===== src/rtl/rgw_pkg.sv =====
package rgw_pkg;

	// Grid geometry. MAP_SIZE is a power of two.
	localparam int MAP_SIZE = 2048;
	localparam int MAP_W = $clog2(MAP_SIZE);

	// Register and datapath widths.
	localparam int CFG_W = 31;
	localparam int SPAN_W = CFG_W + MAP_W;
	localparam int AW = 48;
	localparam int BW = 17;
	localparam int PW = AW + BW;
	localparam int RW = PW + 1;
	localparam int OW = 36;

	// Reset values.
	localparam logic [CFG_W-1:0] CELL_SIZE_RST = 31'd6554;
	localparam logic [CFG_W-1:0] CPM_RST = 31'd655360;
	localparam logic signed [31:0] POSE_RST = 32'((MAP_SIZE / 2) * 6554);
	localparam logic signed [31:0] CELL_RST = 32'((MAP_SIZE / 2) * 65536);
	localparam logic signed [15:0] COS_RST = 16'sd16384;

	// Opcodes.
	localparam logic [2:0] OP_UPDATE = 3'd0;
	localparam logic [2:0] OP_PT_CELL = 3'd1;
	localparam logic [2:0] OP_PT_MAP = 3'd2;
	localparam logic [2:0] OP_OFS_MAP = 3'd3;
	localparam logic [2:0] OP_OFS_EGO = 3'd4;
	localparam logic [2:0] OP_CELL_EGO = 3'd5;
	localparam logic [2:0] OP_OFS_M = 3'd6;

	// Register indexes.
	localparam logic [0:0] REG_CELL_SIZE = 1'b0;
	localparam logic [0:0] REG_CPM = 1'b1;

	typedef struct packed {
		logic [2:0] opcode;
		logic signed [31:0] vec_x;
		logic signed [31:0] vec_y;
		logic signed [31:0] pose_x;
		logic signed [31:0] pose_y;
		logic signed [15:0] rot_cos;
		logic signed [15:0] rot_sin;
		logic [10:0] cell_row;
		logic [10:0] cell_col;
	} item_t;

	typedef struct packed {
		logic signed [31:0] result_x;
		logic signed [31:0] result_y;
		logic [10:0] row_stripe_start;
		logic [11:0] row_stripe_count;
		logic row_stripe_down;
		logic [10:0] col_stripe_start;
		logic [11:0] col_stripe_count;
		logic col_stripe_down;
		logic full_reset;
	} result_t;

	typedef struct packed {
		logic [10:0] start;
		logic [11:0] count;
		logic down;
	} stripe_t;

	typedef struct packed {
		logic start;
		logic signed [31:0] value;
		logic [SPAN_W-1:0] span;
	} mod_req_t;

	typedef struct packed {
		logic done;
		logic signed [31:0] rem;
	} mod_rsp_t;

	typedef enum logic [3:0] {
		S_IDLE, S_ROT, S_HALF, S_MQ, S_STRIPE, S_MOD, S_COMMIT,
		S_POST, S_ROUND, S_OFS, S_SAT, S_FIN, S_DONE
	} state_t;

	// Saturate a wide signed value to 32 bits.
	function automatic logic signed [31:0] sat32(input logic signed [RW-1:0] v);
		logic [RW-32:0] upper;
		begin
			upper = v[RW-1:31];
			if ((&upper) || !(|upper)) begin
				return v[31:0];
			end
			return v[RW-1] ? 32'sh80000000 : 32'sh7FFFFFFF;
		end
	endfunction

endpackage


===== src/rtl/rgw_mul.sv =====
module rgw_mul (
	input  logic                          clk,
	input  logic signed [rgw_pkg::AW-1:0] a,
	input  logic signed [rgw_pkg::BW-1:0] b,
	output logic signed [rgw_pkg::PW-1:0] prod_q
);

	// Shared signed multiplier with its product registered.
	always_ff @(posedge clk) begin
		prod_q <= a * b;
	end

endmodule


===== config.mk =====
export PLATFORM = sky130hd
export DESIGN_NAME = rgw_mul
export DESIGN_NICKNAME = d
export VERILOG_FILES = /design/src/rtl/rgw_pkg.sv /design/src/rtl/rgw_mul.sv
export SDC_FILE = /design/constraint.sdc
export NUM_CORES = 2
export LEC_CHECK = 0
export ABC_AREA = 0
export ABC_CLOCK_PERIOD_IN_PS = 10650
export CORE_UTILIZATION = 40
export DETAILED_ROUTE_END_ITERATION = 8
export DONT_BUFFER_PORTS = 1
export GPL_TIMING_DRIVEN = 0
export HOLD_SLACK_MARGIN = 0.08
export PLACE_DENSITY = 0.53
export SYNTH_ARGS = -nofsm -noshare
export SYNTH_HDL_FRONTEND = slang
export SYNTH_SLANG_ARGS = --single-unit
export TNS_END_PERCENT = 10

===== constraint.sdc =====
create_clock -name clk -period 10.65 [get_ports clk]
set_clock_uncertainty 0.1 [all_clocks]
set_input_delay 2.13 -clock clk [delete_from_list [all_inputs] [get_ports clk]]
set_output_delay 2.13 -clock clk [all_outputs]
set_load 0.01 [all_outputs]

; ---- After elaboration in Yosys (flattened, before gate mapping)
; Cells that the tools add are included.
[word_totals]
output_inout_bits = 65
ff_bits = 65
in_bits = 66
wordCells = 2
[op_classes]
mul = 1
[ops]
columns = op, n
row1 = $mul A48 B17 Y65, 1

; ---- Logic depth before layout (Yosys ltp)
[logic_depth]
ltp_word = 1
ltp_mapped = 26
mapped_depth_nobuf = 24

; ---- Worst setup path before layout
; OpenSTA, ideal clock, no wires.
[synth_timing]
path_kind = input to register
from = input port b[2] in the netlist's numbering
to = register prod_q[57] in the netlist's numbering
path_buffers = 3
cell_stages = 24
setup_slack_ps = 2488
required_time_ps = 10444
setup_time_ps = 106
arrival_ps = 7956
cell_sequence = clkbuf_1 -> clkbuf_1 -> nand2_1 -> fa_1 -> inv_1 -> fa_1 -> inv_1 -> fa_1 -> inv_1 -> fa_1 -> fa_1 -> inv_1 -> fa_1 -> inv_1 -> ha_1 -> buf_2 -> a21o_1 -> a21oi_1 -> o21ai_0 -> or3_1 -> and4b_1 -> o31ai_2 -> or4b_1 -> o311ai_0
[synth_via]
elab_chain_cells = 1
[synth_rtl]
columns = element, line
row1 = "start, declared", rgw_mul.sv:4  ; input logic signed [rgw_pkg::BW-1:0] b,
row2 = $mul A48 B17 Y65, rgw_mul.sv:10  ; prod_q <= a * b;
row3 = "end signal, assigned", rgw_mul.sv:10
row4 = "end, declared", rgw_mul.sv:5  ; output logic signed [rgw_pkg::PW-1:0] prod_q
; No other way between the ends.

; ---- Worst setup path in the final report
[layout_timing]
from = input port b[7] in the netlist's numbering
to = register prod_q[62] in the netlist's numbering
; The elaborated chain is that of the path after synthesis.

==> out/metrics.yaml <==
crit_buf_inv: 8
clkSinkCount: 65
seq_area_um2: 1300
port_buffers: 0
yosys.area_share.simple: 0.163
drt.antenna.violating_nets: 0
first_pass_iters: 5
cpLargestDelayFamily: "adder cells"
layout_min_cycle_time_ns: 10.28
routed_via_density: 4.92
max_stage_delay_ns: 0.71
multi_input_area_um2: 23700
synth_edf_count: 0
dp_cells: 4186
post-route-period-util: 0.966
ctsHoldBuffers: 0
place_congestion: 0.906
max_freq_ghz: 0.0972
required_ns: 10.87
layout-drive-gt1-share: 0.00950
h-tree-depth: 3
status: "finished, final reports clean"
largest_reg_flops: 65
synth_adder_area_share: 0.594
drv_cap: 0
drc_errors: 0
io_pins: 131
reg_top3: "prod_q: 65 flops"
fillers: 7255
final_core_util: 0.429
dieArea_um2: 73000
core_area_um2: 70600
cts_setup_buffers: 0
cp-start-kind: "input port"
clock_path_buffers: 2
postSynthAreaPerCell_um2: 8.86
clock-root-buffer: "clkbuf_16"
seq_area_frac_synth: 0.0452
dp_hpwl_um: 76300
place_ws_ns: -0.534
ys_ff_latch: 65
synth_nets: 4220
fp.dieW_um: 270
antenna_found_initial: 3
yosysUniqueCellTypes: 63
via_count: 20700
largest_register: "prod_q"
worst_pin_slew_ns: 1.28
crit_slowest_cell: "clkbuf_1"
yosys_warnings: 0
grt_max_degree: 13
path_clk_slew_ns: 0.07
synth_xor_area_frac: 0.0189
path_max_fanout: 10
numCtsBuffers: 9
grt_pass1_wl_um: 140000
rsz0062_at_grt: "false"
synth_compound_area_frac: 0.0480
synth_flop_cell: "dfxtp_1"
die-height_um: 270
wl_per_cell_um: 21.1
worstSetupPathType: "in2reg"
nets: 4231
gr-total-overflow: 0
syn_to_final_growth_pct: 5.34
hold_class: "in2reg"
synth_top_family_by_area: "adder cells"
synthCells: 3246
initial_core_util: 0.407
drt_iter0_markers: 1124
fin_cells: 4204
cpMostUsedCell: "fa_1"
synth_area_um2: 28800
drt-total-wl_um: 88600
hold_violations: 0
synth_mux_area_frac: 0.000348
setup_viol: 0
setup_slack_ns: 0.367
worstPathArrival_ns: 10.51
cp-end-kind: "flop"
grtUsageTotal: 0.257
grt_pass1_vias: 22700
cts_tree: "built"
max_slew_margin: 0.143
maxSlewViolCount: 0
async_flop_share: 0
rows: 97
-- metal layers --
layer / up-vias / share of wire / global-route usage / wire (µm)
met3: 94 / 0.060 / 0.0451 / 5280
met4: 2 / 0.025 / 0.0643 / 2220
met5: - / 0.00015 / 0 / 13
met1: 10700 / 0.44 / 0.350 / 39100
met2: 559 / 0.47 / 0.421 / 41900
li1: 9322 / - / - / -
-- cells in the mapped netlist, drive strengths merged, types with 6 or more instances --
master | number | area share
buf | 6 | 0.00083
clkbuf | 142 | 0.019
nand3 | 13 | 0.0023
nor3 | 15 | 0.0026
o21ai | 44 | 0.0077
dfxtp | 65 | 0.045
a21o | 27 | 0.0071
nand4 | 15 | 0.0033
xnor2 | 47 | 0.014
inv | 854 | 0.11
ha | 147 | 0.064
o31ai | 6 | 0.0022
o21bai | 14 | 0.0037
fa | 761 | 0.53
nor2 | 90 | 0.012
and2 | 305 | 0.066
and3 | 6 | 0.0013
xor2 | 15 | 0.0046
nand2b | 12 | 0.0026
nand2 | 515 | 0.067
nor2b | 7 | 0.0018
a21oi | 77 | 0.013
-- through the flow --
| step | area (µm²) | TNS (ns) | hold slack [ns] |
|---|---|---|---|
| floorplan | 28800 | 0 | 2.16 |
| global placement | 29900 | -3.47 | 2.16 |
| detailed placement | 29900 | -2.92 | 2.16 |
| CTS | 30300 | 0 | 1.74 |
| global route | 30300 | 0 | 1.75 |
| finish | 30300 | 0 | 1.76 |
-- what timing repair did --
action | CTS | global route
setup endpoints to repair | 4 | 5
endpoints found under the hold margin | 0 | 0
resized for setup | 1 | 1
-- final timing paths --
check / from / endpoint / slack (ns) / cells past startpoint
hold / removal: a[0] / prod_q[0]$_DFF_P_ / 1.76 / 1
setup / recovery: b[7] / prod_q[62]$_DFF_P_ / 0.37 / 25
-- cell families (layout without fill, tap and decap cells) --
group                      Yosys count  after routing
DFF                                 65             65
muxes                                1              1
AOI/OAI and AO/OA                  214            214
xor gates and xnor gates            62             62
adders and majority gates          908            908
and+or+nand+nor                    993            993
other                                0              2
buffers and inverters             1003           1019
-- final cells by class --
| cell class | count | area share |
|---|---|---|
| Antenna cell | 2 | 0.000165 |
| Buffer | 148 | 0.0184 |
| Inverter | 855 | 0.106 |
| Clock inverter | 4 | 0.00244 |
| Multi-Input combinational cell | 2178 | 0.783 |
| Tap cell | 940 | 0.0388 |
| Clock buffer | 12 | 0.00880 |
| Sequential cell | 65 | 0.0429 |
-- layout by cell type (no fill, tap or decap), types with 4 or more instances in the layout --
cell type	netlist	final
inv_1	854	854
fa_1	761	761
nand2_1	515	515
and2_1	304	304
ha_1	147	147
clkbuf_1	142	142
nor2_1	90	90
a21oi_1	77	76
dfxtp_1	65	65
xnor2_1	47	47
o21ai_0	44	44
a21o_1	26	26
nand4_1	15	15
xor2_1	15	15
nor3_1	15	14
o21bai_1	14	14
nand3_1	13	13
nand2b_1	12	12
clkbuf_16	0	9
and3_1	6	6
nor2b_1	6	6
buf_1	5	5
a31oi_1	5	5
o21a_1	5	5
o31ai_1	4	4
Power is left out: the tool's default activity adds up to more than one toggle a clock period on the data nets, which glitch-free logic cannot reach.
