--- src/rtl/rgw_pkg.sv ---
package rgw_pkg;

	// Grid geometry. MAP_SIZE is a power of two.
	localparam int MAP_SIZE = 2048;
	localparam int MAP_W = $clog2(MAP_SIZE);

	// Register and datapath widths.
	localparam int CFG_W = 31;
	localparam int SPAN_W = CFG_W + MAP_W;
	localparam int AW = 48;
	localparam int BW = 17;
	localparam int PW = AW + BW;
	localparam int RW = PW + 1;
	localparam int OW = 36;

	// Reset values.
	localparam logic [CFG_W-1:0] CELL_SIZE_RST = 31'd6554;
	localparam logic [CFG_W-1:0] CPM_RST = 31'd655360;
	localparam logic signed [31:0] POSE_RST = 32'((MAP_SIZE / 2) * 6554);
	localparam logic signed [31:0] CELL_RST = 32'((MAP_SIZE / 2) * 65536);
	localparam logic signed [15:0] COS_RST = 16'sd16384;

	// Opcodes.
	localparam logic [2:0] OP_UPDATE = 3'd0;
	localparam logic [2:0] OP_PT_CELL = 3'd1;
	localparam logic [2:0] OP_PT_MAP = 3'd2;
	localparam logic [2:0] OP_OFS_MAP = 3'd3;
	localparam logic [2:0] OP_OFS_EGO = 3'd4;
	localparam logic [2:0] OP_CELL_EGO = 3'd5;
	localparam logic [2:0] OP_OFS_M = 3'd6;

	// Register indexes.
	localparam logic [0:0] REG_CELL_SIZE = 1'b0;
	localparam logic [0:0] REG_CPM = 1'b1;

	typedef struct packed {
		logic [2:0] opcode;
		logic signed [31:0] vec_x;
		logic signed [31:0] vec_y;
		logic signed [31:0] pose_x;
		logic signed [31:0] pose_y;
		logic signed [15:0] rot_cos;
		logic signed [15:0] rot_sin;
		logic [10:0] cell_row;
		logic [10:0] cell_col;
	} item_t;

	typedef struct packed {
		logic signed [31:0] result_x;
		logic signed [31:0] result_y;
		logic [10:0] row_stripe_start;
		logic [11:0] row_stripe_count;
		logic row_stripe_down;
		logic [10:0] col_stripe_start;
		logic [11:0] col_stripe_count;
		logic col_stripe_down;
		logic full_reset;
	} result_t;

	typedef struct packed {
		logic [10:0] start;
		logic [11:0] count;
		logic down;
	} stripe_t;

	typedef struct packed {
		logic start;
		logic signed [31:0] value;
		logic [SPAN_W-1:0] span;
	} mod_req_t;

	typedef struct packed {
		logic done;
		logic signed [31:0] rem;
	} mod_rsp_t;

	typedef enum logic [3:0] {
		S_IDLE, S_ROT, S_HALF, S_MQ, S_STRIPE, S_MOD, S_COMMIT,
		S_POST, S_ROUND, S_OFS, S_SAT, S_FIN, S_DONE
	} state_t;

	// Saturate a wide signed value to 32 bits.
	function automatic logic signed [31:0] sat32(input logic signed [RW-1:0] v);
		logic [RW-32:0] upper;
		begin
			upper = v[RW-1:31];
			if ((&upper) || !(|upper)) begin
				return v[31:0];
			end
			return v[RW-1] ? 32'sh80000000 : 32'sh7FFFFFFF;
		end
	endfunction

endpackage

--- src/rtl/rgw_mod.sv ---
module rgw_mod (
	input  logic               clk,
	input  logic               arst_n,
	input  rgw_pkg::mod_req_t  req,
	output rgw_pkg::mod_rsp_t  rsp
);

	logic                       busy_q;
	logic                       done_q;
	logic [4:0]                 cnt_q;
	logic [rgw_pkg::SPAN_W-1:0] rem_q;
	logic [rgw_pkg::SPAN_W-1:0] span_q;
	logic [31:0]                dvd_q;
	logic                       neg_q;
	logic [rgw_pkg::SPAN_W:0]   rem_sh;
	logic                       ge;
	logic [rgw_pkg::SPAN_W-1:0] diff;

	// One restoring step a cycle: shift in a dividend bit, subtract when it fits.
	assign rem_sh = {rem_q, dvd_q[31]};
	assign ge = rem_sh >= {1'b0, span_q};

	always_ff @(posedge clk or negedge arst_n) begin
		if (!arst_n) begin
			busy_q <= 1'b0;
			done_q <= 1'b0;
			cnt_q <= '0;
		end else begin
			done_q <= 1'b0;
			if (req.start) begin
				busy_q <= 1'b1;
				cnt_q <= '0;
			end else if (busy_q) begin
				cnt_q <= cnt_q + 5'd1;
				if (cnt_q == 5'd31) begin
					busy_q <= 1'b0;
					done_q <= 1'b1;
				end
			end
		end
	end

	always_ff @(posedge clk) begin
		if (req.start) begin
			neg_q <= req.value[31];
			dvd_q <= req.value[31] ? 32'(-req.value) : 32'(req.value);
			rem_q <= '0;
			span_q <= req.span;
		end else if (busy_q) begin
			dvd_q <= {dvd_q[30:0], 1'b0};
			rem_q <= ge ? rgw_pkg::SPAN_W'(rem_sh - {1'b0, span_q})
			            : rgw_pkg::SPAN_W'(rem_sh);
		end
	end

	// Fold the truncated remainder into [0, span) and saturate.
	assign diff = span_q - rem_q;

	always_comb begin
		rsp.done = done_q;
		if (span_q == '0) begin
			rsp.rem = '0;
		end else if (neg_q && rem_q != '0) begin
			rsp.rem = (|diff[rgw_pkg::SPAN_W-1:31]) ? 32'sh7FFFFFFF : diff[31:0];
		end else begin
			rsp.rem = rem_q[31:0];
		end
	end

endmodule

--- config.mk ---
export PLATFORM = sky130hd
export DESIGN_NAME = rgw_mod
export DESIGN_NICKNAME = d
export VERILOG_FILES = /design/src/rtl/rgw_pkg.sv /design/src/rtl/rgw_mod.sv
export SDC_FILE = /design/constraint.sdc
export NUM_CORES = 1
export LEC_CHECK = 0
export BUFFER_PORTS_ARGS = -buffer_cell sky130_fd_sc_hd__buf_4
export CORE_MARGIN = 1
export CORE_UTILIZATION = 65
export CTS_CLUSTER_SIZE = 12
export DETAILED_ROUTE_END_ITERATION = 10
export PLACE_DENSITY = 0.92
export SYNTH_ARGS = -nofsm -noshare
export SYNTH_HDL_FRONTEND = slang
export SYNTH_SLANG_ARGS = --single-unit
--- constraint.sdc ---
create_clock -name clk -period 8.71 [get_ports clk]
set_input_delay 0.871 -clock clk [delete_from_list [all_inputs] [get_ports clk]]
set_output_delay 0.871 -clock clk [all_outputs]
set_load 0.05 [all_outputs]
# After elaboration in Yosys (flattened, before gate mapping)
# Cells that the tools add are included.
# totals
ff_bits	124
input_bits	77
out_inout_bits	33
word_cells	33
# classes
n_reduce_logical	5
n_lt_le_gt_ge	1
eq_ne	1
n_addsub	4
n_mux	15
# op_table
op	n
two-way mux 32 bit	6
subtractor 42 bit	2
>= comparator 43 x 42 -> 1 bit	1
logical NOT 42 bit	1
two-way mux 42 bit	1
nonzero test 42 bit	1
negation 32 bit	1
OR reduction 11 bit	1
two-way mux 5 bit	2
two-way mux 1 bit	6
adder 5 x 1 -> 5 bit, second input constant	1
== test 5 bit, second input constant	1
nonzero test 2 bit	1
logical AND 1 bit	1

# Longest topological paths before layout
# depth
depth_word	5
ltp_mapped	16
depth_no_buf	14

# Worst setup path before layout
# No wires, ideal clock.
# synth_timing
kind	reg-to-output
startpoint	reg span_q[0] in the netlist's numbering
endpoint	out rsp[1] in the netlist's numbering
t_arrival_ps	3822
t_required_ps	7839
path_stages_with_launch	17
slack_ps	4017
path_cell_list	edfxtp_1 -> inv_1 -> ha_1 -> inv_1 -> fa_1 -> a211oi_1 -> o211ai_1 -> a21oi_1 -> and4_1 -> or2_2 -> clkbuf_1 -> nor4_1 -> o31a_1 -> o2111ai_1 -> nor4_1 -> clkbuf_1 -> a21oi_1
# synth_rtl
element	line_no	source
start, declared	rgw_mod.sv:12	logic [rgw_pkg::SPAN_W-1:0] span_q;
start signal, assigned	rgw_mod.sv:48	span_q <= req.span;
end, declared	rgw_mod.sv:5	output rgw_pkg::mod_rsp_t rsp

==> impl_results.md <==
* Status: finished, final reports clean
* Footprint of the multi-input gates at between 7000 and 8000 um^2
* Yosys cell types at 74
* DP Cell Count at roughly 1600
* Setup Buffers After CTS at 0
* DRC violation count after routing at 0
* Synth warn at 0
* Minimum clock period at 5.629 ns
* Sw Ratio at 32.72%
* Commonest cells after routing, fill and taps aside: 165 x a21oi_1, 152 x nor2_1, 117 x buf_4
* Post-DP HPWL at between 20000 and 25000 um
* Max cap viols at 0
* Fill count at 1245
* Layout cell share with drive strength beyond 1 at approximately an eighth
* P_leak at approximately 5.3 nW
* Area growth syn-to-layout at 13.12%
* Die ar. at 17480 um^2
* Root buffer cell: clkbuf_16
* Setup crit end kind: output pin
* Hold WC Path Type: input port to async pin
* Via count at between 10000 and 15000
* Final hold vios at 0
* Worst setup SP type: flip-flop
* GPL Wtd Cong at between 0.9 and 1
* Worst path top cell family by delay: compound AO/OA/AOI/OAI gates
* GRT Total Usage at 34.56%
* Global-route wire length before repair at ~50000 um
* Hold buffers post-CTS at 0
* Primary FF master, synth: edfxtp_1
* Critical-path cell list: ha_1 -> inv_1 -> fa_1 -> a211oi_1 -> o211ai_1 -> a21oi_1 -> o311ai_1 -> or4_1 -> a32oi_1 -> o2111ai_1 -> nor4_2 -> buf_4 -> a21oi_1 -> buf_4
* CTS buffer count at 17
* Synthesized cell area at 11020 um^2
* CP max stage cell: or4_1
* Most common cell after layout, fill and taps aside: a21oi_1
* Initial Util at roughly two thirds
* Crit path DAT at around 4.8 ns
* CP Class: flip-flop to output pin
* # IOs at 110
* Clock buffer depth at 2
* CORE AREA at around 17000 um^2
* Row count at 47
* Clk_lat worst skew at 0.43 ns
* Final Cycle Share at between 60% and 70%
* RSZ-0062 raised after global routing: false
* Sequential element share of the synthesized area at 29.65%
* Number of global-route vias before repair at 10044
* DRT Pass-1 Iters at 7
* Setup Skew at 0.01210 ns
* Largest net degree at the start of global routing at 99
* Wire per inst at around 18 um
* Final setup violation count at 0
* Fmax at 177.7 MHz
* Slowest stage delay, CP at between 0.5 and 0.6 ns
* Number of nets in the layout at ~1600
* Setup TNS at 0 ns
* Critical path required time at 7.84 ns
* Final Hold Slack at approximately 0.23 ns
* Power density over the cells at 147.9 nW/um^2
* Antenna violations before repair at 0
* Depth of the worst register-to-register path at 14
* Cell count along the critical path at 14
* Worst Path Buf+Inv at 3
* Register area at about 3300 um^2
* Total gr overflow at 0
* CTS resizes at 0
* Die height at around 130 um
* Clock Power Share at 38.2%
* H-tree levels at 4
* Gate Count Post-Synth at roughly 1400
* Post-synth EDFFs at between 70 and 80
* Synthesized flop and latch total at about 120
* CTS tree: built
* Fin. max-slew vios at 0
* Mean Syn Cell Area at ~8.0 um^2
* Final Util at 75.18%
* Clock sink count at ~120
* Combinational share of power at 24.2%
* Die Width at approximately 130 um
* Worst slew pin tran at slightly above 1 ns
* Diodes inserted at 0
* Slew margin rel. at slightly above 30%
* Asr flop ratio synth at between 5 and 6%
* Part of the power in registers at 37.6%
* NetSw at slightly above 600 uW
* Synthesized Nets at approximately 1500
* Port Buffers at about 110
* Iter 0 DRT Violations at roughly 1100
* Final Non-Filler Cells at approximately 1700
* Clock Pin Slew Worst Setup and Hold Paths at ~0.060 ns
* VDD IR-drop max at roughly 140 uV
* Routed Antenna Nets at 0
* Detailed Route WL at between 30000 and 40000 um
* Crit Path Max Fanout at 31
* Vias per inst at 6.483
* Internal power at between 1 and 1.5 mW
-- power by group through the flow --
stage	logic (mW)	registers (mW)	clock network, mW
after floorplan	0.310	0.692	0
after global placement	0.424	0.703	0
after detailed placement	0.432	0.703	0
after CTS	0.438	0.692	0.705
after global routing	0.487	0.696	0.725
final	0.447	0.693	0.703
-- logic make-up (layout without fill, tap and decap cells) --
logic type,Yosys count,count (layout),share of synthesized area [%]
buf+inv,182,256,6.494
compound gates,469,469,26.68
mux,15,15,1.374
xor+xnor,100,100,7.947
flops,124,124,29.65
simple gates,403,403,17.72
fa+ha+maj,88,88,10.13
-- synthesized netlist by cell type, drive strengths merged, types with 4 or more instances --
library cell	instances	area, um^2
a2111oi	6	52.55
a211o	4	35.03
a211oi	42	315.3
a21o	41	307.8
a21oi	165	825.8
a221oi	7	61.31
a31oi	11	68.82
and2	6	37.54
and3	7	43.79
and4	6	52.55
buf	4	27.52
clkbuf	71	280.3
dfrtp	7	175.2
dfxtp	42	840.8
edfxtp	75	2252
ha	86	1076
inv	106	397.9
mux2i	14	140.1
nand2	89	336.6
nand2b	15	101.3
nand3	25	125.1
nand4	23	143.9
nor2	152	570.6
nor2b	10	62.56
nor3	13	65.06
nor4	28	190.2
o211ai	14	105.1
o21a	10	75.07
o21ai	97	485.5
o21bai	7	52.55
o22ai	8	50.05
o31a	7	61.31
o31ai	14	105.1
o41ai	4	53.81
or2	9	56.30
or3	5	36.28
or4	11	98.84
xnor2	43	376.6
xor2	57	499.2
-- per-layer routing --
metal,vias to the layer above,share of wire [%],GRT usage [%]
met5,-,0,0
met4,0,4.3,17.37
met3,94,7.1,4.921
met2,536,47,56.38
met1,5055,42,44.93
li1,5174,-,-
-- registers in the layout (all words and copies together) (netlist names) --
| signal | cells |
|---|---|
| busy_q | 1 |
| span_q | 42 |
| rem_q | 42 |
| dvd_q | 32 |
| done_q | 1 |
| neg_q | 1 |
| cnt_q | 5 |
-- worst reg2reg max path, cell delays in order (launching register included) --
cell      delay, ns
edfxtp_1       0.47
inv_1          0.09
ha_1           0.33
nor2b_1        0.17
o21bai_1       0.29
a211oi_1       0.16
o31a_1         0.36
o31ai_1        0.30
buf_4          0.20
o21ai_0        0.14
o22ai_4        0.69
buf_4          0.54
nand2_1        0.12
o31a_1         0.13
a211oi_1       0.22
-- metrics by stage --
stage                     total power, mW  worst slack, ns  area [um^2]
after floorplan                     1.002            4.017        11020
after global placement              1.127            3.804        11880
after detailed placement            1.135            3.636        11880
after CTS                           1.835            3.130        12450
after global routing                1.909            2.864        12470
final                               1.844            3.081        12470
-- layout make-up --
| class | count | area share, % |
|---|---|---|
| clock inverters | 13 | 1.054 |
| well taps | 220 | 2.208 |
| inverters | 106 | 3.191 |
| clock buffers | 19 | 3.553 |
| flip-flops and latches | 124 | 26.22 |
| repair buffers | 118 | 7.166 |
| multi-input cells | 1075 | 56.60 |
-- final timing paths --
path	endpoint	startpoint	slack [ns]
worst max-delay path	rsp[14]	rem_q[0]	3.08
worst max register to register	rem_q[10]	span_q[1]	4.43
min in group clk	rem_q[4]	rem_q[4]	0.55
max in group asynchronous	busy_q	arst_n	8.34
worst min-delay path	cnt_q[4]	arst_n	0.23
worst min register to register	rem_q[4]	rem_q[4]	0.55
Power figures use the tool's default switching activity.
