--- config.mk ---
export PLATFORM = sky130hd
export DESIGN_NAME = rgw_core
export DESIGN_NICKNAME = d
export VERILOG_FILES = /design/src/rtl/rgw_pkg.sv /design/src/rtl/rgw_core.sv
export SDC_FILE = /design/constraint.sdc
export NUM_CORES = 2
export LEC_CHECK = 0
export ABC_AREA = 0
export BUFFER_PORTS_ARGS = -buffer_cell sky130_fd_sc_hd__buf_4
export CAP_MARGIN = 40
export CORE_UTILIZATION = 35
export CTS_BUF_LIST = sky130_fd_sc_hd__clkbuf_8
export DETAILED_ROUTE_END_ITERATION = 12
export GPL_TIMING_DRIVEN = 0
export REMOVE_ABC_BUFFERS = 1
export SKIP_LAST_GASP = 1
export SYNTH_ARGS = -nofsm -noshare
export SYNTH_HDL_FRONTEND = slang
export SYNTH_SLANG_ARGS = --single-unit
--- constraint.sdc ---
create_clock -name clk -period 24.4 [get_ports clk]
set_input_delay 4.88 -clock clk [delete_from_list [all_inputs] [get_ports clk]]
set_output_delay 4.88 -clock clk [all_outputs]
set_load 0.01 [all_outputs]
--- src/rtl/rgw_pkg.sv ---
package rgw_pkg;

	// Grid geometry. MAP_SIZE is a power of two.
	localparam int MAP_SIZE = 2048;
	localparam int MAP_W = $clog2(MAP_SIZE);

	// Register and datapath widths.
	localparam int CFG_W = 31;
	localparam int SPAN_W = CFG_W + MAP_W;
	localparam int AW = 48;
	localparam int BW = 17;
	localparam int PW = AW + BW;
	localparam int RW = PW + 1;
	localparam int OW = 36;

	// Reset values.
	localparam logic [CFG_W-1:0] CELL_SIZE_RST = 31'd6554;
	localparam logic [CFG_W-1:0] CPM_RST = 31'd655360;
	localparam logic signed [31:0] POSE_RST = 32'((MAP_SIZE / 2) * 6554);
	localparam logic signed [31:0] CELL_RST = 32'((MAP_SIZE / 2) * 65536);
	localparam logic signed [15:0] COS_RST = 16'sd16384;

	// Opcodes.
	localparam logic [2:0] OP_UPDATE = 3'd0;
	localparam logic [2:0] OP_PT_CELL = 3'd1;
	localparam logic [2:0] OP_PT_MAP = 3'd2;
	localparam logic [2:0] OP_OFS_MAP = 3'd3;
	localparam logic [2:0] OP_OFS_EGO = 3'd4;
	localparam logic [2:0] OP_CELL_EGO = 3'd5;
	localparam logic [2:0] OP_OFS_M = 3'd6;

	// Register indexes.
	localparam logic [0:0] REG_CELL_SIZE = 1'b0;
	localparam logic [0:0] REG_CPM = 1'b1;

	typedef struct packed {
		logic [2:0] opcode;
		logic signed [31:0] vec_x;
		logic signed [31:0] vec_y;
		logic signed [31:0] pose_x;
		logic signed [31:0] pose_y;
		logic signed [15:0] rot_cos;
		logic signed [15:0] rot_sin;
		logic [10:0] cell_row;
		logic [10:0] cell_col;
	} item_t;

	typedef struct packed {
		logic signed [31:0] result_x;
		logic signed [31:0] result_y;
		logic [10:0] row_stripe_start;
		logic [11:0] row_stripe_count;
		logic row_stripe_down;
		logic [10:0] col_stripe_start;
		logic [11:0] col_stripe_count;
		logic col_stripe_down;
		logic full_reset;
	} result_t;

	typedef struct packed {
		logic [10:0] start;
		logic [11:0] count;
		logic down;
	} stripe_t;

	typedef struct packed {
		logic start;
		logic signed [31:0] value;
		logic [SPAN_W-1:0] span;
	} mod_req_t;

	typedef struct packed {
		logic done;
		logic signed [31:0] rem;
	} mod_rsp_t;

	typedef enum logic [3:0] {
		S_IDLE, S_ROT, S_HALF, S_MQ, S_STRIPE, S_MOD, S_COMMIT,
		S_POST, S_ROUND, S_OFS, S_SAT, S_FIN, S_DONE
	} state_t;

	// Saturate a wide signed value to 32 bits.
	function automatic logic signed [31:0] sat32(input logic signed [RW-1:0] v);
		logic [RW-32:0] upper;
		begin
			upper = v[RW-1:31];
			if ((&upper) || !(|upper)) begin
				return v[31:0];
			end
			return v[RW-1] ? 32'sh80000000 : 32'sh7FFFFFFF;
		end
	endfunction

endpackage

--- src/rtl/rgw_core.sv ---
module rgw_core (
	input  logic                             clk,
	input  logic                             arst_n,
	input  logic                             item_valid,
	output logic                             item_stall,
	input  rgw_pkg::item_t                   item,
	output logic                             result_valid,
	input  logic                             result_stall,
	output rgw_pkg::result_t                 result,
	input  logic [rgw_pkg::CFG_W-1:0]        cell_size,
	input  logic [rgw_pkg::CFG_W-1:0]        cells_per_metre,
	output logic signed [rgw_pkg::AW-1:0]    mul_a,
	output logic signed [rgw_pkg::BW-1:0]    mul_b,
	input  logic signed [rgw_pkg::PW-1:0]    prod,
	output rgw_pkg::mod_req_t                mod_req,
	input  rgw_pkg::mod_rsp_t                mod_rsp
);

	localparam logic signed [rgw_pkg::OW-1:0] OFS_H =
		rgw_pkg::OW'((rgw_pkg::MAP_SIZE / 2) * 65536);
	localparam logic signed [rgw_pkg::OW-1:0] OFS_FULL =
		rgw_pkg::OW'(rgw_pkg::MAP_SIZE * 65536);

	rgw_pkg::state_t state_q, state_d;
	logic [3:0]  step_q;
	logic [3:0]  step_m1;
	rgw_pkg::item_t in_q;
	rgw_pkg::result_t res_q, out_q;
	rgw_pkg::result_t res_init;
	logic        out_valid_q;
	logic        out_free;
	logic        accept;
	logic        jump;
	logic [2:0]  mq_n_q;
	logic        mq_cs_q;
	logic        rot_map_q;
	logic        mod_sel_q;
	logic [rgw_pkg::CFG_W-1:0] mq_b;

	logic signed [rgw_pkg::AW-1:0] ux_q, uy_q, rx_q, ry_q;
	logic signed [rgw_pkg::AW-1:0] mq_a_q [4];
	logic signed [rgw_pkg::RW-1:0] mq_r_q [4];
	logic signed [rgw_pkg::PW-1:0] t_q;

	logic signed [31:0] last_pose_x_q, last_pose_y_q;
	logic signed [31:0] last_cell_x_q, last_cell_y_q;
	logic signed [15:0] last_cos_q, last_sin_q;

	logic [rgw_pkg::SPAN_W-1:0]    span;
	logic signed [rgw_pkg::SPAN_W+1:0] span_s, vx_e, vy_e;
	logic signed [rgw_pkg::PW:0]   t_minus_p, t_plus_p, p_minus_t;
	logic signed [rgw_pkg::RW-1:0] mq_sum;
	logic signed [rgw_pkg::AW-1:0] half_p, half_x, half_y, mx, my;
	logic                          x_pos, x_neg, y_pos, y_neg;
	logic signed [rgw_pkg::OW-1:0] ox, oy;
	rgw_pkg::stripe_t              stripe_x, stripe_y;

	// Stripe of one axis from the scaled begin and end positions.
	function automatic rgw_pkg::stripe_t stripe_fn(
		input logic signed [rgw_pkg::RW-1:0] rb,
		input logic signed [rgw_pkg::RW-1:0] re,
		input logic pos,
		input logic neg
	);
		logic signed [rgw_pkg::RW-1:0] bb, ee;
		logic signed [rgw_pkg::RW:0]   d, c;
		rgw_pkg::stripe_t              s;
		begin
			bb = rb >>> 16;
			ee = re >>> 16;
			d = (rgw_pkg::RW+1)'(ee) - (rgw_pkg::RW+1)'(bb);
			c = '0;
			if (pos && d > 0) begin
				c = d;
			end else if (neg && d < 0) begin
				c = -d;
			end
			if (c > (rgw_pkg::RW+1)'(rgw_pkg::MAP_SIZE)) begin
				c = (rgw_pkg::RW+1)'(rgw_pkg::MAP_SIZE);
			end
			s = '0;
			if (c != '0) begin
				s.start = 11'(bb & rgw_pkg::RW'(rgw_pkg::MAP_SIZE - 1));
				s.count = c[11:0];
				s.down = neg;
			end
			return s;
		end
	endfunction

	// Ego-centred offset of a wrapped cell index, Q16.16 cells.
	function automatic logic signed [rgw_pkg::OW-1:0] ofs_fn(
		input logic [10:0] idx,
		input logic signed [31:0] lastc
	);
		logic signed [rgw_pkg::OW-1:0] v;
		begin
			v = rgw_pkg::OW'({1'b0, idx, 16'b0}) - rgw_pkg::OW'(lastc);
			if (v > OFS_H) begin
				v = v - OFS_FULL;
			end else if (v < -OFS_H) begin
				v = v + OFS_FULL;
			end
			return v;
		end
	endfunction

	// Round half away from zero to whole cells, then wrap.
	function automatic logic [31:0] round_wrap(input logic signed [rgw_pkg::RW-1:0] q);
		logic signed [rgw_pkg::RW:0] qa, r;
		begin
			qa = q[rgw_pkg::RW-1] ? -(rgw_pkg::RW+1)'(q) : (rgw_pkg::RW+1)'(q);
			qa = qa + (rgw_pkg::RW+1)'(32768);
			r = qa >>> 16;
			if (q[rgw_pkg::RW-1]) begin
				r = -r;
			end
			return 32'(r & (rgw_pkg::RW+1)'(rgw_pkg::MAP_SIZE - 1));
		end
	endfunction

	// Shared arithmetic helpers.
	assign accept = item_valid && !item_stall;
	assign out_free = !out_valid_q || !result_stall;
	assign span = {cell_size, {rgw_pkg::MAP_W{1'b0}}};
	assign span_s = (rgw_pkg::SPAN_W+2)'({2'b0, span});
	assign vx_e = (rgw_pkg::SPAN_W+2)'($signed(item.vec_x));
	assign vy_e = (rgw_pkg::SPAN_W+2)'($signed(item.vec_y));
	assign jump = (vx_e > span_s) || (vx_e < -span_s) || (vy_e > span_s) || (vy_e < -span_s);
	assign step_m1 = step_q - 4'd1;
	assign t_minus_p = (rgw_pkg::PW+1)'(t_q) - (rgw_pkg::PW+1)'(prod);
	assign t_plus_p = (rgw_pkg::PW+1)'(t_q) + (rgw_pkg::PW+1)'(prod);
	assign p_minus_t = (rgw_pkg::PW+1)'(prod) - (rgw_pkg::PW+1)'(t_q);
	assign mq_sum = rgw_pkg::RW'(prod) + rgw_pkg::RW'(t_q >>> 16);
	assign half_p = rgw_pkg::AW'({1'b0, cell_size, {(rgw_pkg::MAP_W-1){1'b0}}});
	assign x_pos = !rx_q[rgw_pkg::AW-1] && rx_q != '0;
	assign x_neg = rx_q[rgw_pkg::AW-1];
	assign y_pos = !ry_q[rgw_pkg::AW-1] && ry_q != '0;
	assign y_neg = ry_q[rgw_pkg::AW-1];
	assign half_x = x_pos ? half_p : (x_neg ? -half_p : '0);
	assign half_y = y_pos ? half_p : (y_neg ? -half_p : '0);
	assign mx = rx_q + rgw_pkg::AW'(last_pose_x_q);
	assign my = ry_q + rgw_pkg::AW'(last_pose_y_q);
	assign ox = ofs_fn(in_q.cell_row, last_cell_x_q);
	assign oy = ofs_fn(in_q.cell_col, last_cell_y_q);
	assign stripe_x = stripe_fn(mq_r_q[0], mq_r_q[1], x_pos, x_neg);
	assign stripe_y = stripe_fn(mq_r_q[2], mq_r_q[3], y_pos, y_neg);
	assign mq_b = mq_cs_q ? cell_size : cells_per_metre;

	// Starting result of a new transfer: all zero but the jump flag.
	always_comb begin
		res_init = '0;
		res_init.full_reset = (item.opcode == rgw_pkg::OP_UPDATE) && jump;
	end

	// Next state.
	always_comb begin
		state_d = state_q;
		case (state_q)
			rgw_pkg::S_IDLE: begin
				if (item_valid) begin
					case (item.opcode)
						rgw_pkg::OP_UPDATE: state_d = jump ? rgw_pkg::S_MOD : rgw_pkg::S_ROT;
						rgw_pkg::OP_PT_CELL, rgw_pkg::OP_PT_MAP: state_d = rgw_pkg::S_ROT;
						rgw_pkg::OP_OFS_MAP, rgw_pkg::OP_OFS_EGO,
						rgw_pkg::OP_CELL_EGO: state_d = rgw_pkg::S_OFS;
						rgw_pkg::OP_OFS_M: state_d = rgw_pkg::S_MQ;
						default: state_d = rgw_pkg::S_DONE;
					endcase
				end
			end
			rgw_pkg::S_ROT: begin
				if (step_q == 4'd4) begin
					case (in_q.opcode)
						rgw_pkg::OP_UPDATE: state_d = rgw_pkg::S_HALF;
						rgw_pkg::OP_PT_CELL, rgw_pkg::OP_PT_MAP: state_d = rgw_pkg::S_POST;
						default: state_d = rgw_pkg::S_FIN;
					endcase
				end
			end
			rgw_pkg::S_HALF: state_d = rgw_pkg::S_MQ;
			rgw_pkg::S_MQ: begin
				if (step_q == {mq_n_q, 1'b0}) begin
					case (in_q.opcode)
						rgw_pkg::OP_UPDATE: begin
							state_d = (mq_n_q == 3'd4) ? rgw_pkg::S_STRIPE : rgw_pkg::S_COMMIT;
						end
						rgw_pkg::OP_PT_CELL: state_d = rgw_pkg::S_ROUND;
						default: state_d = rgw_pkg::S_SAT;
					endcase
				end
			end
			rgw_pkg::S_STRIPE: state_d = rgw_pkg::S_MOD;
			rgw_pkg::S_MOD: begin
				if (mod_rsp.done && mod_sel_q) begin
					state_d = rgw_pkg::S_MQ;
				end
			end
			rgw_pkg::S_COMMIT: state_d = rgw_pkg::S_DONE;
			rgw_pkg::S_POST: begin
				state_d = (in_q.opcode == rgw_pkg::OP_PT_CELL) ? rgw_pkg::S_MQ : rgw_pkg::S_DONE;
			end
			rgw_pkg::S_ROUND: state_d = rgw_pkg::S_DONE;
			rgw_pkg::S_OFS: begin
				case (in_q.opcode)
					rgw_pkg::OP_OFS_MAP: state_d = rgw_pkg::S_DONE;
					rgw_pkg::OP_OFS_EGO: state_d = rgw_pkg::S_ROT;
					default: state_d = rgw_pkg::S_MQ;
				endcase
			end
			rgw_pkg::S_SAT: state_d = rgw_pkg::S_ROT;
			rgw_pkg::S_FIN: state_d = rgw_pkg::S_DONE;
			rgw_pkg::S_DONE: begin
				if (out_free) begin
					state_d = rgw_pkg::S_IDLE;
				end
			end
			default: state_d = rgw_pkg::S_IDLE;
		endcase
	end

	// Operand selection for the shared multiplier and the remainder unit.
	always_comb begin
		item_stall = state_q != rgw_pkg::S_IDLE;
		result_valid = out_valid_q;
		result = out_q;
		mul_a = ux_q;
		mul_b = '0;
		case (state_q)
			rgw_pkg::S_ROT: begin
				mul_a = step_q[0] ? uy_q : ux_q;
				mul_b = (step_q == 4'd1 || step_q == 4'd2) ? rgw_pkg::BW'(last_sin_q)
				                                          : rgw_pkg::BW'(last_cos_q);
			end
			rgw_pkg::S_MQ: begin
				mul_a = mq_a_q[step_q[2:1]];
				mul_b = step_q[0] ? rgw_pkg::BW'({2'b0, mq_b[30:16]})
				                  : rgw_pkg::BW'({1'b0, mq_b[15:0]});
			end
			default: begin
				mul_a = ux_q;
				mul_b = '0;
			end
		endcase
		mod_req.start = (state_q == rgw_pkg::S_MOD) && (step_q == 4'd0);
		mod_req.value = mod_sel_q ? in_q.pose_y : in_q.pose_x;
		mod_req.span = span;
	end

	// Sequencer state and step counter.
	always_ff @(posedge clk or negedge arst_n) begin
		if (!arst_n) begin
			state_q <= rgw_pkg::S_IDLE;
			step_q <= '0;
		end else begin
			state_q <= state_d;
			if (state_q != state_d) begin
				step_q <= '0;
			end else if (state_q == rgw_pkg::S_MOD) begin
				step_q <= mod_rsp.done ? 4'd0 : 4'd1;
			end else begin
				step_q <= step_q + 4'd1;
			end
		end
	end

	// Pose state and output register.
	always_ff @(posedge clk or negedge arst_n) begin
		if (!arst_n) begin
			last_pose_x_q <= rgw_pkg::POSE_RST;
			last_pose_y_q <= rgw_pkg::POSE_RST;
			last_cell_x_q <= rgw_pkg::CELL_RST;
			last_cell_y_q <= rgw_pkg::CELL_RST;
			last_cos_q <= rgw_pkg::COS_RST;
			last_sin_q <= '0;
			out_valid_q <= 1'b0;
		end else begin
			if (state_q == rgw_pkg::S_MOD && mod_rsp.done) begin
				if (mod_sel_q) begin
					last_pose_y_q <= mod_rsp.rem;
				end else begin
					last_pose_x_q <= mod_rsp.rem;
				end
			end
			if (state_q == rgw_pkg::S_COMMIT) begin
				last_cell_x_q <= rgw_pkg::sat32(mq_r_q[0]);
				last_cell_y_q <= rgw_pkg::sat32(mq_r_q[1]);
				last_cos_q <= in_q.rot_cos;
				last_sin_q <= in_q.rot_sin;
			end
			if (state_q == rgw_pkg::S_DONE && out_free) begin
				out_valid_q <= 1'b1;
			end else if (out_valid_q && !result_stall) begin
				out_valid_q <= 1'b0;
			end
		end
	end

	always_ff @(posedge clk or negedge arst_n) begin
		if (!arst_n) begin
			mod_sel_q <= 1'b0;
		end else if (accept) begin
			mod_sel_q <= 1'b0;
		end else if (state_q == rgw_pkg::S_MOD && mod_rsp.done) begin
			mod_sel_q <= 1'b1;
		end
	end

	// Working registers, one action per sequencer step.
	always_ff @(posedge clk) begin
		case (state_q)
			rgw_pkg::S_IDLE: begin
				if (accept) begin
					in_q <= item;
					res_q <= res_init;
					ux_q <= rgw_pkg::AW'($signed(item.vec_x));
					uy_q <= rgw_pkg::AW'($signed(item.vec_y));
					mq_a_q[0] <= rgw_pkg::AW'($signed(item.vec_x));
					mq_a_q[1] <= rgw_pkg::AW'($signed(item.vec_y));
					mq_n_q <= 3'd2;
					mq_cs_q <= 1'b1;
					rot_map_q <= (item.opcode == rgw_pkg::OP_UPDATE)
					          || (item.opcode == rgw_pkg::OP_PT_CELL)
					          || (item.opcode == rgw_pkg::OP_PT_MAP);
				end
			end
			rgw_pkg::S_ROT: begin
				case (step_q)
					4'd1, 4'd3: t_q <= prod;
					4'd2: rx_q <= rgw_pkg::AW'((rot_map_q ? t_minus_p : t_plus_p) >>> 14);
					4'd4: ry_q <= rgw_pkg::AW'((rot_map_q ? t_plus_p : p_minus_t) >>> 14);
					default: t_q <= t_q;
				endcase
			end
			rgw_pkg::S_HALF: begin
				mq_a_q[0] <= rgw_pkg::AW'(last_pose_x_q) + half_x;
				mq_a_q[1] <= rgw_pkg::AW'(last_pose_x_q) + half_x + rx_q;
				mq_a_q[2] <= rgw_pkg::AW'(last_pose_y_q) + half_y;
				mq_a_q[3] <= rgw_pkg::AW'(last_pose_y_q) + half_y + ry_q;
				mq_n_q <= 3'd4;
				mq_cs_q <= 1'b0;
			end
			rgw_pkg::S_MQ: begin
				// Low partial product first, then the high one completes the sum.
				if (step_q != 4'd0) begin
					if (!step_m1[0]) begin
						t_q <= prod;
					end else begin
						mq_r_q[step_m1[2:1]] <= mq_sum;
					end
				end
			end
			rgw_pkg::S_STRIPE: begin
				res_q.row_stripe_start <= stripe_x.start;
				res_q.row_stripe_count <= stripe_x.count;
				res_q.row_stripe_down <= stripe_x.down;
				res_q.col_stripe_start <= stripe_y.start;
				res_q.col_stripe_count <= stripe_y.count;
				res_q.col_stripe_down <= stripe_y.down;
			end
			rgw_pkg::S_MOD: begin
				if (mod_rsp.done && mod_sel_q) begin
					mq_a_q[0] <= rgw_pkg::AW'(last_pose_x_q);
					mq_a_q[1] <= rgw_pkg::AW'(mod_rsp.rem);
					mq_n_q <= 3'd2;
					mq_cs_q <= 1'b0;
				end
			end
			rgw_pkg::S_POST: begin
				res_q.result_x <= mx[31:0];
				res_q.result_y <= my[31:0];
				mq_a_q[0] <= mx;
				mq_a_q[1] <= my;
				mq_n_q <= 3'd2;
				mq_cs_q <= 1'b0;
			end
			rgw_pkg::S_ROUND: begin
				res_q.result_x <= round_wrap(mq_r_q[0]);
				res_q.result_y <= round_wrap(mq_r_q[1]);
			end
			rgw_pkg::S_OFS: begin
				res_q.result_x <= ox[31:0];
				res_q.result_y <= oy[31:0];
				ux_q <= rgw_pkg::AW'(ox);
				uy_q <= rgw_pkg::AW'(oy);
				mq_a_q[0] <= rgw_pkg::AW'(ox);
				mq_a_q[1] <= rgw_pkg::AW'(oy);
				mq_n_q <= 3'd2;
				mq_cs_q <= 1'b1;
				rot_map_q <= 1'b0;
			end
			rgw_pkg::S_SAT: begin
				ux_q <= rgw_pkg::AW'(rgw_pkg::sat32(mq_r_q[0]));
				uy_q <= rgw_pkg::AW'(rgw_pkg::sat32(mq_r_q[1]));
				rot_map_q <= 1'b0;
			end
			rgw_pkg::S_FIN: begin
				res_q.result_x <= rx_q[31:0];
				res_q.result_y <= ry_q[31:0];
			end
			rgw_pkg::S_DONE: begin
				if (out_free) begin
					out_q <= res_q;
				end
			end
			default: begin
				res_q <= res_q;
			end
		endcase
	end

	// The remainder unit is only started and only answers during the modulo phase.
	a_mod_start: assert property (@(posedge clk) disable iff (!arst_n)
		mod_req.start |-> state_q == rgw_pkg::S_MOD)
		else $error("remainder unit started outside the modulo phase");

	a_mod_done: assert property (@(posedge clk) disable iff (!arst_n)
		mod_rsp.done |-> state_q == rgw_pkg::S_MOD)
		else $error("remainder unit answered outside the modulo phase");

	// The product batch never runs past its last partial product.
	a_mq_step: assert property (@(posedge clk) disable iff (!arst_n)
		state_q == rgw_pkg::S_MQ |-> step_q <= {mq_n_q, 1'b0})
		else $error("product batch step overran");

	// A map jump never reports stripes.
	a_full_no_stripe: assert property (@(posedge clk) disable iff (!arst_n)
		(state_q == rgw_pkg::S_DONE && res_q.full_reset) |->
		(res_q.row_stripe_count == '0 && res_q.col_stripe_count == '0))
		else $error("stripe reported together with a full reset");

	// A finished item reaches the output register once it is free.
	a_done_out: assert property (@(posedge clk) disable iff (!arst_n)
		(state_q == rgw_pkg::S_DONE && out_free) |=> out_valid_q)
		else $error("finished result was not registered");

endmodule

# Word-level counts from Yosys, hierarchy flattened
# Memory sizes are Yosys's and may differ from the RTL's.
# Cells that the tools add are included.
# W data, S select, Z words.
[classes] addsub=30 magnitude_cmp=14 n_eq_ne=34 muxes=106 bitwise_logic=9 n_reduce_logical=73
[op_table] op="$mux W48" count=15
[op_table] op="$mux W67" count=6
[op_table] op="$pmux W64 S5" count=1
[op_table] op="$mux W32" count=9
[op_table] op="$pmux W48 S3" count=2
[op_table] op="$mux W65" count=3
[op_table] op="$pmux W48 S2" count=2
[op_table] op="$mux W36" count=4
[op_table] op="$gt A67 B13 Y1 const B" count=2
[op_table] op="$neg A51 Y67" count=2
[op_table] op="$reduce_bool A67 Y1" count=2
[op_table] op="$pmux W65 S2" count=1
[op_table] op="$mux W62" count=2
[op_table] op="$sub A62 B62 Y62" count=2
[op_table] op="$mux W113" count=1
[op_table] op="$gt A51 B1 Y1 const B" count=2
[op_table] op="$lt A51 B1 Y1 const B" count=2
[op_table] op="$sub A50 B50 Y51" count=2
[op_table] op="$add A32 B48 Y48" count=2
[op_table] op="$add A48 B32 Y48" count=2
[op_table] op="$add A48 B48 Y48" count=2
[op_table] op="$reduce_bool A48 Y1" count=2
[op_table] op="$lt A32 B44 Y1" count=2
[op_table] op="$gt A32 B43 Y1" count=2
[op_table] op="60 further kinds" count=194
[word_totals] ff_bits=779 ramBits=456 in_bits=349 output_inout_bits=255 word_cells=311 memories=2
[memory_table] memory="mq_r_q" depth=4 word_bits=66 read_ports=4 rd_ports_with_merged_regs=0 wr=1 line="rgw_core.sv:42" rtl="logic signed [rgw_pkg::RW-1:0] mq_r_q [4];"
[memory_table] memory="mq_a_q" depth=4 word_bits=48 read_ports=1 rd_ports_with_merged_regs=0 wr=4 line="rgw_core.sv:41" rtl="logic signed [rgw_pkg::AW-1:0] mq_a_q [4];"

# Longest topological paths before layout
[logic_depth] ltp_word=11 ltp_mapped=38

# Least setup slack after synthesis
# OpenSTA, ideal clock, no wires.
[synth_timing] path_kind="input to register" from="input port cell_size[2] (netlist bit)" to="memory mq_a_q[1][47] (netlist bit) (data pin)" setup_time_ps=270 arrival_time_ps=11390 t_required_ps=24130 setup_slack_ps=12740 cell_stages=34 path_cell_list="nor4_1 and3_1 nand3_1 or4_1 clkbuf_1 nor3_1 nand3_1 xnor2_1 nand2_1 o21ai_0 ha_1 a21o_1 a21o_1 a221o_1 a21oi_1 o22ai_1 nor2_1 a221oi_1 a211oi_1 o21bai_1 a21oi_1 o21bai_1 a21oi_1 xnor2_1 ha_1 nand2_1 nor2_1 a221o_1 o21bai_1 a21oi_1 xnor2_1 xnor2_1 o21ai_0 a21oi_1"
[synth_rtl] item="from (decl)" line="rgw_core.sv:10" rtl="input logic [rgw_pkg::CFG_W-1:0] cell_size,"
[synth_rtl] item="to (decl)" line="rgw_core.sv:41"

==> impl_metrics.yaml <==
sta:
  period_needed_ps: 12800
  slew_violations: 0
  tightest_slew_ps: 991.0
  report.final.setup_viol: 0
  rsz0062_at_grt: "no"
  timing.fmax_mhz: 78.09
  slew_headroom_pct: 33.24
  final.period_utilization_pct: 52.48
  hold_viol_final: 0
  fin_worst_skew_ps: 95.86
drt:
  vias_per_cell: 5.912
  drt_iter0_markers: 8556
  drt-pass1-iter-count: 9
  drc: 0
  wl_mm: 368.1
  avgRoutedWirePerCell_um: 27.37
  drt.antenna.violating_nets: 0
  num_vias: 79510
die:
  fp-row-count: 183
  core_um2: 249600
  dieArea_um2: 254000
  ioPinCount: 604
  die_w_um: 503.9
  initial_utilization_pct: 35.33
  fp.dieH_um: 503.9
cells_and_area:
  multi_input_area_um2: 50310
  mostFrequentLayoutCells: "edfxtp_1, a21oi_1, nand2_1"
  layout_commonest_cell: "edfxtp_1"
  drive_gt1_share_pct: 14.19
  syn2layout_area_growth_pct: 16.03
  nNetsFinal: 11020
  register_area_um2: 34440
  fill_cells: 24570
  fin_util_pct: 41.00
  fin_area_um2: 102300
global_route:
  grt_pass1_vias: 76680
  grt.total_usage_pct: 27.96
  antenna_found_initial: 55
  overflow: 0
  grt_start_max_net_pins: 103
  grt_pass1_wl_mm: 526.3
synth:
  ys_ff_latch: 1174
  synth_top_flop_cell: "edfxtp_1"
  synth_edf_count: 1004
  avgSynthCellArea_um2: 9.436
  yosysWarnings: 0
  ys_types: 127
  seq_area_frac_synth_pct: 39.04
  async_reset_ff_share_pct: 14.48
  syn_inst: 9345
  netlist_area_um2: 88180
clock_network:
  cts_resized: 0
  cts_root_buf: "clkbuf_8"
  cts_setup_buffers: 0
  ctsHoldBuffers: 0
  htree_levels: 4
  cts_buffer_depth: 3
  clk_latency_ps: 1060
  cts_buffers: 214
  cts_tree: "built"
  clock_sinks: 1174
  clk_pin_slew_ps: 60
setup_path:
  critPathBufInv: 3
  crit_path_max_fanout: 8
  cp-start-kind: "primary input"
  cp_top_family: "simple AND/OR/NAND/NOR gates"
  critPathKind: "primary input to register"
  worstSetupEndpointType: "register"
  worst-endpoint-arrival_ps: 13560
  cpMaxStageDelayCell: "nor3_1"
  slowest_delay_ps: 720
  cp.required_ps: 25160
status:
  status: "completed"
place:
  placed_area_um2: 97760
  dp_hpwl_mm: 294.6
  gp_congestion: 0.9942
  portBuffers: 592
pwr:
  power_density_nw_per_um2: 106.6
  ir_worst_vdd_v: 0.00006850
  power.leakage_nw: 41.77
job:
  drv_cap: 0
min_path:
  hp-class: "register to register"
==> routing by layer <==
| metal | vias up | global-route usage (%) | part of all wire [%] |
|---|---|---|---|
| met5 | - | 0.3191 | 0.074 |
| met4 | 24 | 13.20 | 5.1 |
| met3 | 769 | 5.420 | 8.4 |
| met2 | 3721 | 45.39 | 46 |
| met1 | 39010 | 35.61 | 41 |
| li1 | 35990 | - | - |
==> cells by family after synthesis <==
| logic type | synth area share, % |
|---|---|
| compound gates | 20.58 |
| xor+xnor | 5.830 |
| fa+ha+maj | 10.98 |
| buf+inv | 4.285 |
| flops | 39.04 |
| mux | 3.750 |
| other cells | 0.004253 |
| simple gates | 15.53 |
==> synthesized netlist by cell type (all sizes together), types with 23 or more instances <==
cell     count  area [um^2]
ha         762         9534
o21bai     100        750.7
or3         65        406.6
a21o       279         2096
o31ai       63        473.0
a211o       32        281.5
a21boi      35        274.0
inv        513         1926
and4        23        202.7
nand3b      27        202.7
a31oi       78        500.5
and3       119        744.5
xor2       171         1498
nor3       234         1256
nor2b       77        481.7
mux2i       66        660.6
mux4        63         1419
buf        106        636.9
or4         25        198.9
o211ai      85        653.1
a221o       34        340.3
a211oi      82        635.6
nand4      121        757.0
and2        82        513.0
or2         49        306.5
nand2b      97        609.3
xnor2      416         3643
nor2       600         2255
a22oi       73        548.0
mux2       109         1227
nand2      868         3261
edfxtp    1004        30150
a21oi      914         4582
o21a       115        864.6
o21ai      631         3162
o221ai      29        254.0
a2111oi     28        251.5
nor4       114        787.0
o22ai       40        250.2
o2111ai     34        327.8
clkbuf     313         1176
nand3      211         1061
dfrtp      153         3829
==> power breakdown <==
group	total, mW	switching, mW	internal, mW
logic	5.59	3.46	2.13
clock network	2.00	0.960	1.04
registers	3.31	0.384	2.92
==> state kept, by name, indices dropped and copies added (netlist names), 2 cells and up <==
name	flops
mq_r_q	232
rx_q	48
t_q	65
uy_q	34
step_q	4
last_pose_x_q	32
last_sin_q	16
in_q	121
ux_q	34
res_q	113
state_q	4
last_cos_q	16
ry_q	48
last_cell_y_q	32
mq_a_q	192
last_cell_x_q	32
mq_n_q	2
result	113
last_pose_y_q	32
==> worst reg2reg max path, delay by kind of cell (launching register included) <==
family	cells	cell delay, ps
AO/OA/AOI/OAI	19	4920
AND/OR/NAND/NOR	9	3060
adder cells (fa/ha/maj)	2	820
flip-flops	1	600
buffers and inverters	2	550
XOR/XNOR	3	550
==> worst paths after layout <==
kind | cells past startpoint | to | from | slack [ps]
max in group asynchronous | 2 | last_sin_q[14]$_DFFE_PN0P_ | arst_n | 19310
hold reg to reg | 0 | result[84]$_DFFE_PP_ | res_q[84]$_DFFE_PP_ | 360
setup reg to reg | 35 | mq_a_q[3][47]$_DFFE_PP_ | ry_q[47]$_DFFE_PP_ | 13670
min in group asynchronous | 1 | last_pose_x_q[3]$_DFFE_PN0P_ | arst_n | 3850
setup / recovery | 34 | mq_a_q[1][47]$_DFFE_PP_ | cell_size[2] | 11600
hold / removal | 0 | result[84]$_DFFE_PP_ | res_q[84]$_DFFE_PP_ | 360
==> through the flow <==
step | setup WS [ps] | cells | hold slack [ps] | TNS, ps | power (mW)
2_1_floorplan | 12580 | 8935 | 400.3 | 0 | 6.750
3_3_place_gp | -3781 | 12860 | 400.1 | -362020 | 8.656
3_5_place_dp | 10710 | 13020 | 404.5 | 0 | 8.781
4_1_cts | 11830 | 13420 | 368.3 | 0 | 10.83
5_1_grt | 11140 | 13440 | 381.3 | 0 | 11.48
6_report | 11600 | 13450 | 355.2 | 0 | 10.90
==> area by class of cell <==
class | count | area share (%)
Antenna cell | 30 | 0.07337
Timing Repair Buffer | 753 | 6.745
Inverter | 521 | 1.925
Multi-Input combinational cell | 7240 | 49.17
Tap cell | 3330 | 4.072
Sequential cell | 1174 | 33.66
Clock buffer | 226 | 3.040
Clock inverter | 175 | 1.315
Note: power is estimated with default switching activity, not from simulation.
